--- src/design/rfid_reply_frame_parser_macros.svh ---
// Assertion macros shared by the reply frame parser modules.
`ifndef RFID_REPLY_FRAME_PARSER_MACROS_SVH
`define RFID_REPLY_FRAME_PARSER_MACROS_SVH

`ifndef SYNTH
`define RFP_ASSERT(lbl, clk, rst_n, prop, msg) \
  lbl: assert property (@(posedge clk) disable iff (!rst_n) prop) else $error(msg);
`define RFP_ASSERT_IMP(lbl, clk, rst_n, ante, cons, msg) \
  lbl: assert property (@(posedge clk) disable iff (!rst_n) (ante) |-> (cons)) \
    else $error(msg);
`else
`define RFP_ASSERT(lbl, clk, rst_n, prop, msg)
`define RFP_ASSERT_IMP(lbl, clk, rst_n, ante, cons, msg)
`endif

`endif

--- src/design/rfp_pkg.sv ---
// Types and constants of the reply frame parser.
`timescale 1ns / 1ps
`default_nettype none

package rfp_pkg;

  localparam logic [7:0] CMD_READ_SERIAL = 8'h11;
  localparam logic [7:0] STATUS_OK       = 8'h00;
  localparam logic [7:0] TYPE_ID_OK      = 8'h00;

  localparam logic [7:0] MIN_LEN_PLAIN   = 8'd5;
  localparam logic [7:0] MIN_LEN_GENERIC = 8'd6;

  localparam logic [7:0] OFS_LENGTH     = 8'd0;
  localparam logic [7:0] OFS_ADDR       = 8'd1;
  localparam logic [7:0] OFS_CMD        = 8'd2;
  localparam logic [7:0] OFS_STATUS     = 8'd3;
  localparam logic [7:0] OFS_FIRST_DATA = 8'd4;

  typedef enum logic {
    KIND_PAYLOAD = 1'b0,
    KIND_END     = 1'b1
  } kind_e;

  typedef enum logic [2:0] {
    ERR_NONE   = 3'd0,
    ERR_CMD    = 3'd1,
    ERR_STATUS = 3'd2,
    ERR_TYPE   = 3'd3,
    ERR_SHORT  = 3'd4
  } err_e;

  typedef struct packed {
    kind_e      kind;
    logic [7:0] payload_byte;
    logic [7:0] reader_address;
    logic [7:0] command_id;
    logic [7:0] status_code;
    logic       checksum_ok;
    err_e       error_code;
    logic [7:0] frame_length;
  } result_t;

endpackage

`default_nettype wire

--- src/design/rfp_core.sv ---
// Frame state, running checksum and result formation for one item per cycle while accept_i is high.
`timescale 1ns / 1ps
`default_nettype none

`include "rfid_reply_frame_parser_macros.svh"

module rfp_core (
  input  wire logic            clk_i,
  input  wire logic            rst_ni,
  input  wire logic            cfg_we_i,
  input  wire logic            cfg_data_i,
  input  wire logic            accept_i,
  input  wire logic [7:0]      rx_byte_i,
  output logic                 res_valid_o,
  output rfp_pkg::result_t     res_o
);

  logic       generic_q;
  logic [7:0] offset_q, offset_d;
  logic [7:0] total_q, total_d;
  logic [7:0] addr_q, addr_d;
  logic [7:0] cmd_q, cmd_d;
  logic [7:0] status_q, status_d;
  logic [7:0] xor_q, xor_d;
  logic       type_bad_q, type_bad_d;
  logic [7:0] min_len;
  logic [7:0] last_offset;

  assign min_len     = generic_q ? rfp_pkg::MIN_LEN_GENERIC : rfp_pkg::MIN_LEN_PLAIN;
  assign last_offset = total_q - 8'd1;

  always_comb begin
    offset_d    = offset_q;
    total_d     = total_q;
    addr_d      = addr_q;
    cmd_d       = cmd_q;
    status_d    = status_q;
    xor_d       = xor_q;
    type_bad_d  = type_bad_q;
    res_valid_o = 1'b0;
    res_o       = '0;
    if (accept_i) begin
      priority if (offset_q == rfp_pkg::OFS_LENGTH) begin
        total_d    = rx_byte_i;
        xor_d      = rx_byte_i;
        type_bad_d = 1'b0;
        addr_d     = '0;
        cmd_d      = '0;
        status_d   = '0;
        if (rx_byte_i < min_len) begin
          res_valid_o        = 1'b1;
          res_o.kind         = rfp_pkg::KIND_END;
          res_o.error_code   = rfp_pkg::ERR_SHORT;
          res_o.frame_length = rx_byte_i;
        end else begin
          offset_d = rfp_pkg::OFS_ADDR;
        end
      end else if (offset_q < rfp_pkg::OFS_FIRST_DATA) begin
        if (offset_q == rfp_pkg::OFS_ADDR) begin
          addr_d = rx_byte_i;
        end
        if (offset_q == rfp_pkg::OFS_CMD) begin
          cmd_d = rx_byte_i;
        end
        if (offset_q == rfp_pkg::OFS_STATUS) begin
          status_d = rx_byte_i;
        end
        xor_d    = xor_q ^ rx_byte_i;
        offset_d = offset_q + 8'd1;
      end else if (offset_q == last_offset) begin
        res_valid_o          = 1'b1;
        res_o.kind           = rfp_pkg::KIND_END;
        res_o.reader_address = addr_q;
        res_o.command_id     = cmd_q;
        res_o.status_code    = status_q;
        res_o.checksum_ok    = (rx_byte_i == xor_q);
        res_o.frame_length   = total_q;
        priority if (cmd_q != rfp_pkg::CMD_READ_SERIAL) begin
          res_o.error_code = rfp_pkg::ERR_CMD;
        end else if (status_q != rfp_pkg::STATUS_OK) begin
          res_o.error_code = rfp_pkg::ERR_STATUS;
        end else if (type_bad_q) begin
          res_o.error_code = rfp_pkg::ERR_TYPE;
        end else begin
          res_o.error_code = rfp_pkg::ERR_NONE;
        end
        offset_d = rfp_pkg::OFS_LENGTH;
        xor_d    = '0;
      end else begin
        xor_d    = xor_q ^ rx_byte_i;
        offset_d = offset_q + 8'd1;
        if (offset_q == rfp_pkg::OFS_FIRST_DATA && generic_q) begin
          type_bad_d = (rx_byte_i != rfp_pkg::TYPE_ID_OK);
        end else begin
          res_valid_o        = 1'b1;
          res_o.kind         = rfp_pkg::KIND_PAYLOAD;
          res_o.payload_byte = rx_byte_i;
        end
      end
    end
  end

  always_ff @(posedge clk_i or negedge rst_ni) begin
    if (!rst_ni) begin
      generic_q  <= 1'b0;
      offset_q   <= '0;
      total_q    <= '0;
      addr_q     <= '0;
      cmd_q      <= '0;
      status_q   <= '0;
      xor_q      <= '0;
      type_bad_q <= 1'b0;
    end else begin
      if (cfg_we_i) begin
        generic_q <= cfg_data_i;
      end
      offset_q   <= offset_d;
      total_q    <= total_d;
      addr_q     <= addr_d;
      cmd_q      <= cmd_d;
      status_q   <= status_d;
      xor_q      <= xor_d;
      type_bad_q <= type_bad_d;
    end
  end

  `RFP_ASSERT_IMP(a_offset_below_total, clk_i, rst_ni,
                  offset_q != rfp_pkg::OFS_LENGTH, offset_q < total_q,
                  "Byte offset ran past the frame length.")
  `RFP_ASSERT_IMP(a_total_long_enough, clk_i, rst_ni,
                  offset_q != rfp_pkg::OFS_LENGTH, total_q >= rfp_pkg::MIN_LEN_PLAIN,
                  "A frame shorter than the minimum was opened.")
  `RFP_ASSERT_IMP(a_end_restarts, clk_i, rst_ni,
                  res_valid_o && res_o.kind == rfp_pkg::KIND_END,
                  ##1 offset_q == rfp_pkg::OFS_LENGTH,
                  "The item after an end of frame is not taken as a length byte.")

endmodule

`default_nettype wire

--- src/design/rfid_reply_frame_parser.sv ---
// Top level of the reply frame parser: frame core and two-entry result buffer.
`timescale 1ns / 1ps
`default_nettype none

`include "rfid_reply_frame_parser_macros.svh"

// Accepts one reply byte per cycle while the input is not stalled and delivers
// its result, if any, from a registered output. The frame core keeps the byte
// offset, the captured header and the running XOR. A two-entry result buffer
// (output register plus skid entry) separates the sides: input stall rises
// only when both entries are full, so a stalled output costs at most one more
// result before the input stalls. The user must write the generic format bit
// through the configuration port while idle; the block does not enforce this.
module rfid_reply_frame_parser (
  input  wire logic       clk_i,
  input  wire logic       rst_ni,
  input  wire logic       cfg_we_i,
  input  wire logic       cfg_data_i,
  input  wire logic       in_valid_i,
  output logic            in_stall_o,
  input  wire logic [7:0] rx_byte_i,
  output logic            out_valid_o,
  input  wire logic       out_stall_i,
  output logic            kind_o,
  output logic [7:0]      payload_byte_o,
  output logic [7:0]      reader_address_o,
  output logic [7:0]      command_id_o,
  output logic [7:0]      status_code_o,
  output logic            checksum_ok_o,
  output logic [2:0]      error_code_o,
  output logic [7:0]      frame_length_o
);

  logic             in_fire;
  logic             out_fire;
  logic             res_valid;
  rfp_pkg::result_t res;
  logic             out_valid_q;
  logic             skid_valid_q;
  rfp_pkg::result_t out_q;
  rfp_pkg::result_t skid_q;

  assign in_stall_o = skid_valid_q;
  assign in_fire    = in_valid_i && !skid_valid_q;
  assign out_fire   = out_valid_q && !out_stall_i;

  rfp_core u_core (
    .clk_i       (clk_i),
    .rst_ni      (rst_ni),
    .cfg_we_i    (cfg_we_i),
    .cfg_data_i  (cfg_data_i),
    .accept_i    (in_fire),
    .rx_byte_i   (rx_byte_i),
    .res_valid_o (res_valid),
    .res_o       (res)
  );

  always_ff @(posedge clk_i or negedge rst_ni) begin
    if (!rst_ni) begin
      out_valid_q  <= 1'b0;
      skid_valid_q <= 1'b0;
    end else begin
      priority if (skid_valid_q) begin
        if (out_fire) begin
          skid_valid_q <= 1'b0;
        end
      end else if (res_valid) begin
        if (out_valid_q && !out_fire) begin
          skid_valid_q <= 1'b1;
        end else begin
          out_valid_q <= 1'b1;
        end
      end else begin
        if (out_fire) begin
          out_valid_q <= 1'b0;
        end
      end
    end
  end

  always_ff @(posedge clk_i) begin
    priority if (skid_valid_q) begin
      if (out_fire) begin
        out_q <= skid_q;
      end
    end else begin
      if (res_valid) begin
        if (out_valid_q && !out_fire) begin
          skid_q <= res;
        end else begin
          out_q <= res;
        end
      end
    end
  end

  assign out_valid_o      = out_valid_q;
  assign kind_o           = out_q.kind;
  assign payload_byte_o   = out_q.payload_byte;
  assign reader_address_o = out_q.reader_address;
  assign command_id_o     = out_q.command_id;
  assign status_code_o    = out_q.status_code;
  assign checksum_ok_o    = out_q.checksum_ok;
  assign error_code_o     = out_q.error_code;
  assign frame_length_o   = out_q.frame_length;

  `RFP_ASSERT_IMP(a_skid_needs_out, clk_i, rst_ni,
                  skid_valid_q, out_valid_q,
                  "The skid entry is full while the output register is empty.")
  `RFP_ASSERT_IMP(a_payload_clean, clk_i, rst_ni,
                  out_valid_o && kind_o == rfp_pkg::KIND_PAYLOAD,
                  error_code_o == rfp_pkg::ERR_NONE && frame_length_o == 8'd0
                  && checksum_ok_o == 1'b0,
                  "A payload result carries end of frame fields.")
  `RFP_ASSERT_IMP(a_short_clean, clk_i, rst_ni,
                  out_valid_o && kind_o == rfp_pkg::KIND_END
                  && error_code_o == rfp_pkg::ERR_SHORT,
                  reader_address_o == 8'd0 && checksum_ok_o == 1'b0
                  && frame_length_o < rfp_pkg::MIN_LEN_GENERIC,
                  "A too short frame result carries header fields.")

endmodule

`default_nettype wire

--- config.mk ---
export PLATFORM = sky130hd
export DESIGN_NAME = rfid_reply_frame_parser
export DESIGN_NICKNAME = d
export VERILOG_FILES = /design/src/design/rfp_pkg.sv /design/src/design/rfp_core.sv /design/src/design/rfid_reply_frame_parser.sv
export VERILOG_INCLUDE_DIRS = /design/src /design/src/design
export SDC_FILE = /design/constraint.sdc
export NUM_CORES = 1
export LEC_CHECK = 0
export ABC_AREA = 1
export BUFFER_PORTS_ARGS = -buffer_cell sky130_fd_sc_hd__buf_2
export CORE_ASPECT_RATIO = 0.7
export CORE_MARGIN = 3
export CORE_UTILIZATION = 50
export DETAILED_ROUTE_END_ITERATION = 12
export HOLD_SLACK_MARGIN = 0.06
export PLACE_DENSITY = 0.77
export SETUP_SLACK_MARGIN = 0.5
export SYNTH_ARGS = -nofsm -noshare
export SYNTH_HDL_FRONTEND = slang
export SYNTH_SLANG_ARGS = --single-unit
--- constraint.sdc ---
create_clock -name clk_i -period 3.25 [get_ports clk_i]
set_input_delay 0.65 -clock clk_i [delete_from_list [all_inputs] [get_ports clk_i]]
set_output_delay 0.65 -clock clk_i [all_outputs]
set_load 0.1 [all_outputs]
==> results.md, run 1 <==
- Rel. slew slack: 25.32%
- Met1 Wirelength: 6.777 mm
- Setup ws final: 0.6682 ns
- Final Max Tran Viols: 0
- Final setup vio count: 0
- Crit path launch type: flop
- Sequential element share of the synthesized area: 62.51%
- Data arrival, critical path: 2.68 ns
- Clk buf depth: 2
- First-pass DRT Iterations: 5
- Buf/Inv on CP: 3
- Antenna cells: 0
- Crit path largest cell delay: 0.42 ns
- Vias per cell: 5.396
- Initial DRC Count: 346
- Area contributors post-synth: edfxtp_1 42%, dfrtp_1 20%, nand2_1 8.0%
- Top cell by count, worst path: nand2_1
- Crit end category: flop
- CTS H-Tree Depth: 4
- DIE HEIGHT: 100.7 µm
- Status: finished clean
- RePlAce Congestion: 0.9214
- Synth Net Count: 634
- Drt total wl: 14.49 mm
- Die area: 14230 µm²
- Top-count cell post-synth: nand2_1
- Vias in the first global route: 4502
- Initial core utilization: 52.94%
- Antenna Violating Nets Remaining: 0
- Synthesis-stage register bit count: 142
- Initial antenna violation count: 1
- Vias: 4597
- Top layer in use: met5
- Req. time, crit path: 3.35 ns
- Reg2reg path depth: 10
- Skew-Pair Late Insertion Delay: 0.42 ns
- Critical path start-end classification: reg -> reg
- Final hold viol count: 0
- Dominant cell type by area after synthesis: edfxtp_1
- Maximum clock frequency: 0.3873 GHz
- Largest net degree at the start of global routing: 55
- Detailed placer's ending HPWL: 10.42 mm
- Rows: 33
- Fraction of layout cells with a size suffix above 1: 22.16%
- Synth-to-Final Area Change: 16.64%
- Cell Chain, Critical Path: inv_1, ha_1, o21ai_0, a21oi_1, nor2_1, nand2_1, nand3_1, nand2_1, clkinvlp_4, buf_12
- Nets: 702
- # hold bufs at CTS: 0
- Pre-CTS setup slack: 0.4674 ns
- Ys flop type: edfxtp_1
- Crit path depth: 10
- Met3 wire len: 1.003 mm
- Yosys top cell area share: 42.20%
- RSZ-0062 raised after global routing: no
- Wire per inst: 17.00 µm
- Max Cap Viol: 0
- Post-CTS setup buffer count: 0
- Period Utilization, post-route: 79.44%
- Ys async rst share: 36.62%
- Crit-path slowest cell: dfrtp_1
- Core Area: 12100 µm²
- Synth Warn #: 0
- TritonCTS clock tree: yes
- Top Family by Delay on Critical Path: simple AND/OR/NAND/NOR gates
- Crit path time final: 2.582 ns
- Mapped Area: 6405 µm²
- Setup TNS: 0 ns
- Die Wd: 141.3 µm
- Post-Syn Area per Cell: 10.43 µm²
- I/O Pins: 61
- Crit Path Max Fanout: 45
- Setup Skew: 0.007450 ns
- Least-Margin Pin Slew: 1.113 ns
- Total track usage: 21.30%
- Netlist cell types: 36
- Wire length on met2: 6.465 mm
- Gr ovfl total: 0
- Worst hold path class: in -> async
- First-pass GRT wire length: 23.29 mm
- IO buf count: 60
- DR DRC count: 0
- Post-Syn Instances: 614
- Worst-path clk slew: 0.06 ns
- Commonest cells post-synth: 137 x nand2_1, 90 x edfxtp_1, 67 x nor2_1, 61 x inv_1, 52 x dfrtp_1
- CTS Buf Count: 17
- CTS Sinks: 142
- CTS Root Cell: clkbuf_16
- Number of enable flip-flop cells after synthesis: 90
[cell usage in the layout (no fill, tap or decap), types with 2 or more instances in the layout]
master and instances:
nand2_1 137, edfxtp_1 90, nor2_1 67, buf_2 60
inv_1 59, dfrtp_1 51, o21ai_0 39, o21ai_2 30
nand3_1 19, clkbuf_16 17, o22ai_1 14, xor2_1 12
o21ai_1 12, a21oi_1 7, buf_4 7, inv_2 6
nand4_1 6, nor3_1 6, ha_1 6, xnor2_1 5
nor2_2 4, o211ai_2 3, clkinvlp_4 3, bufinv_16 3
clkinv_2 3, nand3_2 2, nor2_4 2, nor4_1 2
nand3b_1 2, a22oi_1 2, clkbuf_1 2, clkinv_4 2
inv_6 2
[per-layer routing]
metal	global-route usage, %	vias up
li1	-	2195
met1	30.48	2237
met2	32.20	141
met3	5.690	22
met4	6.478	2
met5	0	-
[worst register-to-register path: cells and delay by family, from the launching register on]
family	cells	cell delay, ns
buf+inv	3	0.52
simple gates	4	0.87
fa+ha+maj	1	0.26
flops	1	0.42
compound gates	2	0.15
[path summary, 6_finish.rpt]
kind	to	slack (ns)	startpoint
setup / recovery	skid_q[11]$_DFFE_PP_	0.67	u_core.generic_q$_DFFE_PN0P_
hold / removal	u_core.generic_q$_DFFE_PN0P_	0.30	rst_ni
setup reg to reg	skid_q[11]$_DFFE_PP_	0.67	u_core.generic_q$_DFFE_PN0P_
hold reg to reg	u_core.status_q[7]$_DFFE_PN0P_	0.49	u_core.status_q[7]$_DFFE_PN0P_
max in group asynchronous	u_core.total_q[0]$_DFFE_PN0P_	2.18	rst_ni
min in group clk_i	u_core.generic_q$_DFFE_PN0P_	0.43	cfg_we_i
[registers in the layout, summed over array words and instances, names as in the netlist, 3 cells and up]
| signal | count |
|---|---|
| u_core.xor_q | 8 |
| u_core.addr_q | 8 |
| error_code_o | 3 |
| u_core.total_q | 8 |
| payload_byte_o | 8 |
| u_core.cmd_q | 8 |
| command_id_o | 8 |
| u_core.offset_q | 8 |
| skid_q | 45 |
| status_code_o | 8 |
| frame_length_o | 8 |
| u_core.status_q | 8 |
| reader_address_o | 8 |
[kinds of logic after synthesis]
kind of cell    Yosys count  synth area share [%]
compound gates          109                 11.10
buf+inv                  87                 5.782
flops                   142                 62.51
xor+xnor                 18                 2.579
simple gates            252                 16.86
fa+ha+maj                 6                 1.172
[timing repair]
action                                  4_1_cts  5_1_grt
endpoints found under the setup margin        0       24
hold endpoints to repair                      0        0
resized for setup                             0        1
[cell type report]
| class | count | area, µm² |
|---|---|---|
| Fill cell | 999 | 4627 |
| Sequential cell | 142 | 4005 |
| Multi-Input combinational cell | 385 | 2031 |
| Clock buffer | 19 | 432.9 |
| Timing Repair Buffer | 69 | 384.1 |
| Inverter | 67 | 259.0 |
| Tap cell | 157 | 196.4 |
| Clock inverter | 13 | 162.7 |
[through the flow]
stage | area (µm²) | instances | hold WS (ns) | utilization [%]
after detailed placement | 6872 | 820 | 0.4727 | 56.80
final | 7471 | 852 | 0.3030 | 61.75
after global routing | 7471 | 852 | 0.3581 | 61.75
after floorplan | 6414 | 614 | 0.3544 | -
after CTS | 7467 | 852 | 0.3234 | 61.72
after global placement | 6872 | 820 | 0.4686 | 56.80
Power of run 1 is left out: the tool's default activity adds up to more than one toggle a clock period on the data nets, which glitch-free logic cannot reach.
==> run 2, diff against run 1 <==
- clock period: 3.25 -> 2.5 ns (I/O delays scaled with it)
==> run 2 against run 1 <==
Compared with the run above: wire length grew 24%; maximum frequency is 13% higher; critical endpoint is now skid_q[4]$_DFFE_PP_; flip-flop and latch count stayed put; clock skew grew 0.0043 ns; utilization grew 7.5 points; global-route usage grew 2.2 points; clock-buffer cell count increased by 1; first-iteration DRC count rose by 86%.
==> results.md, run 2 (synthesis gave the netlist of run 1 again) <==
- Top layer in use: met4
- Initial DRC Count: 645 (+86%)
- Reg with most FFs: skid_q
- First-pass GRT wire length: 25.12 mm (+7.9%)
- Largest net degree at the start of global routing: 49 (-11%)
- Met1 Wirelength: 7.551 mm (+11%)
- Setup Skew: 0.01174 ns (+0.004290 ns)
- Status: finished clean
- Wire length on met2: 8.044 mm (+24%)
- Met3 wire len: 1.970 mm (+96%)
- Fraction of layout cells with a size suffix above 1: 32.25% (+10 points)
- Least-Margin Pin Slew: 0.5284 ns (-0.5844 ns)
- Initial core utilization: 52.94% (unchanged)
- Final Max Tran Viols: 0 (unchanged)
- Setup TNS: 0 ns (unchanged)
- CTS Sinks: 142 (unchanged)
- Vias in the first global route: 4657 (+3.4%)
- Max reg flops: 45 (unchanged)
- Gr ovfl total: 0 (unchanged)
- Worst-path clk slew: 0.07 ns (about the same)
- I/O Pins: 61 (unchanged)
- Clk buf depth: 2 (unchanged)
- Detailed placer's ending HPWL: 10.57 mm (+1.4%)
- Skew-Pair Late Insertion Delay: 0.43 ns (about the same)
- Data arrival, critical path: 2.43 ns (-0.25 ns)
- Vias: 5208 (+13%)
- Wire per inst: 20.04 µm (+18%)
- Worst hold path class: in -> reg
- RSZ-0062 raised after global routing: yes
- First-pass DRT Iterations: 5 (unchanged)
- Drt total wl: 17.99 mm (+24%)
- Final hold viol count: 0 (unchanged)
- Antenna cells: 0 (unchanged)
- Max Cap Viol: 0 (unchanged)
- Commonest non-fill, non-tap cell in the layout: nand2_1
- Crit end category: flop
- Crit path time final: 2.289 ns (-0.2930 ns)
- Rel. slew slack: 64.78% (+39 points)
- CTS H-Tree Depth: 4 (unchanged)
- Crit path launch type: flop
- RePlAce Congestion: 0.9817 (+6.5%)
- Period Utilization, post-route: 91.55% (+12 points)
- Critical path start-end classification: reg -> reg
- Most frequent cells in the layout: 131 x nand2_1, 90 x edfxtp_1, 59 x buf_2, 53 x inv_1, 52 x nor2_1
- DR DRC count: 0 (unchanged)
- Initial antenna violation count: 0 (-1)
- CTS Buf Count: 17 (unchanged)
- CTS Root Cell: clkbuf_16
- Vias per cell: 5.800 (+7.5%)
- Final setup vio count: 0 (unchanged)
- IO buf count: 60 (unchanged)
- Core Area: 12100 µm² (unchanged)
- Rows: 33 (unchanged)
- Nets: 748 (+6.6%)
- Antenna Violating Nets Remaining: 0 (unchanged)
- TritonCTS clock tree: yes
- Crit Path Max Fanout: 7 (-84%)
- Maximum clock frequency: 0.4369 GHz (+13%)
- Req. time, crit path: 2.64 ns (-0.71 ns)
- Die Wd: 141.3 µm (unchanged)
- DIE HEIGHT: 100.7 µm (unchanged)
- Die area: 14230 µm² (unchanged)
- Total track usage: 23.51% (+2.2 points)
- Synth-to-Final Area Change: 30.87%
[run 2: changes by cell type in the layout (fill, tap and decap cells not counted), sizes merged]
cell and delta:
clkbuf +10, bufinv -1, dlygate4sd3 +1, nand2 +1
clkinvlp +2, clkinv -2, buf +35
[run 2: repair_timing]
item | 4_1_cts | 5_1_grt
endpoints found under the hold margin | 19 | 0
pin swaps | 3 | 10
buffers inserted | 12 | 9
gates resized for setup | 24 | 55
setup endpoints to repair | 193 | 196
gates cloned | 2 | 13
hold buffers | 1 | 0
[run 2: cell type report]
class | instances | area, µm²
Multi-Input combinational cell | 386 | 2220
Tap cell | 157 | 196.4
Inverter | 67 | 261.5
Clock inverter | 12 | 136.4
Timing Repair Buffer | 114 | 1109
Sequential cell | 142 | 4013
Fill cell | 831 | 3716
Clock buffer | 20 | 446.7
[run 2: layer usage]
layer | vias to the layer above | GRT usage, %
met5 | - | 0
met4 | 0 | 10.28
met3 | 48 | 5.832
met2 | 338 | 32.75
met1 | 2529 | 35.02
li1 | 2293 | -
[run 2: path summary, 6_finish.rpt]
kind                                          startpoint                             to  slack [ns]  depth (start not counted)
max                        u_core.total_q[1]$_DFFE_PN0P_            skid_q[4]$_DFFE_PP_        0.21                         15
max in group asynchronous                         rst_ni    u_core.xor_q[1]$_DFFE_PN0P_        1.28                          3
min in group asynchronous                         rst_ni  u_core.total_q[4]$_DFFE_PN0P_        0.58                          2
min reg2reg                  u_core.cmd_q[6]$_DFFE_PN0P_    u_core.cmd_q[6]$_DFFE_PN0P_        0.49                          2
max reg2reg                u_core.total_q[1]$_DFFE_PN0P_            skid_q[4]$_DFFE_PP_        0.21                         15
min                                             cfg_we_i   u_core.generic_q$_DFFE_PN0P_        0.29                          2
[run 2: metrics by stage]
stage                     std cells  worst slack [ns]  utilization (%)  hold slack, ns  cell area [µm²]
after floorplan                 614           0.07858                -          0.2044             6444
after global placement          829            0.1961            57.81          0.4699             6994
after detailed placement        829            0.1619            57.81          0.4740             6994
after CTS                       876            0.3137            64.77          0.2747             7836
after global routing            898            0.1283            69.28          0.3060             8382
final                           898            0.2112            69.28          0.2856             8382
[run 2: worst max-delay path: stages (launching register included)]
cell and delay (ns):
dfrtp_1 0.39, inv_2 0.09, ha_4 0.21, nand2_2 0.05, inv_2 0.04, nor2_2 0.09, nand2_1 0.06, nor2_1 0.12
nand2_1 0.12, nor2_4 0.13, nand4_4 0.11, nand3_2 0.11, nand2_2 0.08, clkinvlp_4 0.14, buf_6 0.14, clkbuf_16 0.14
Power of run 2 is left out for the same reason.
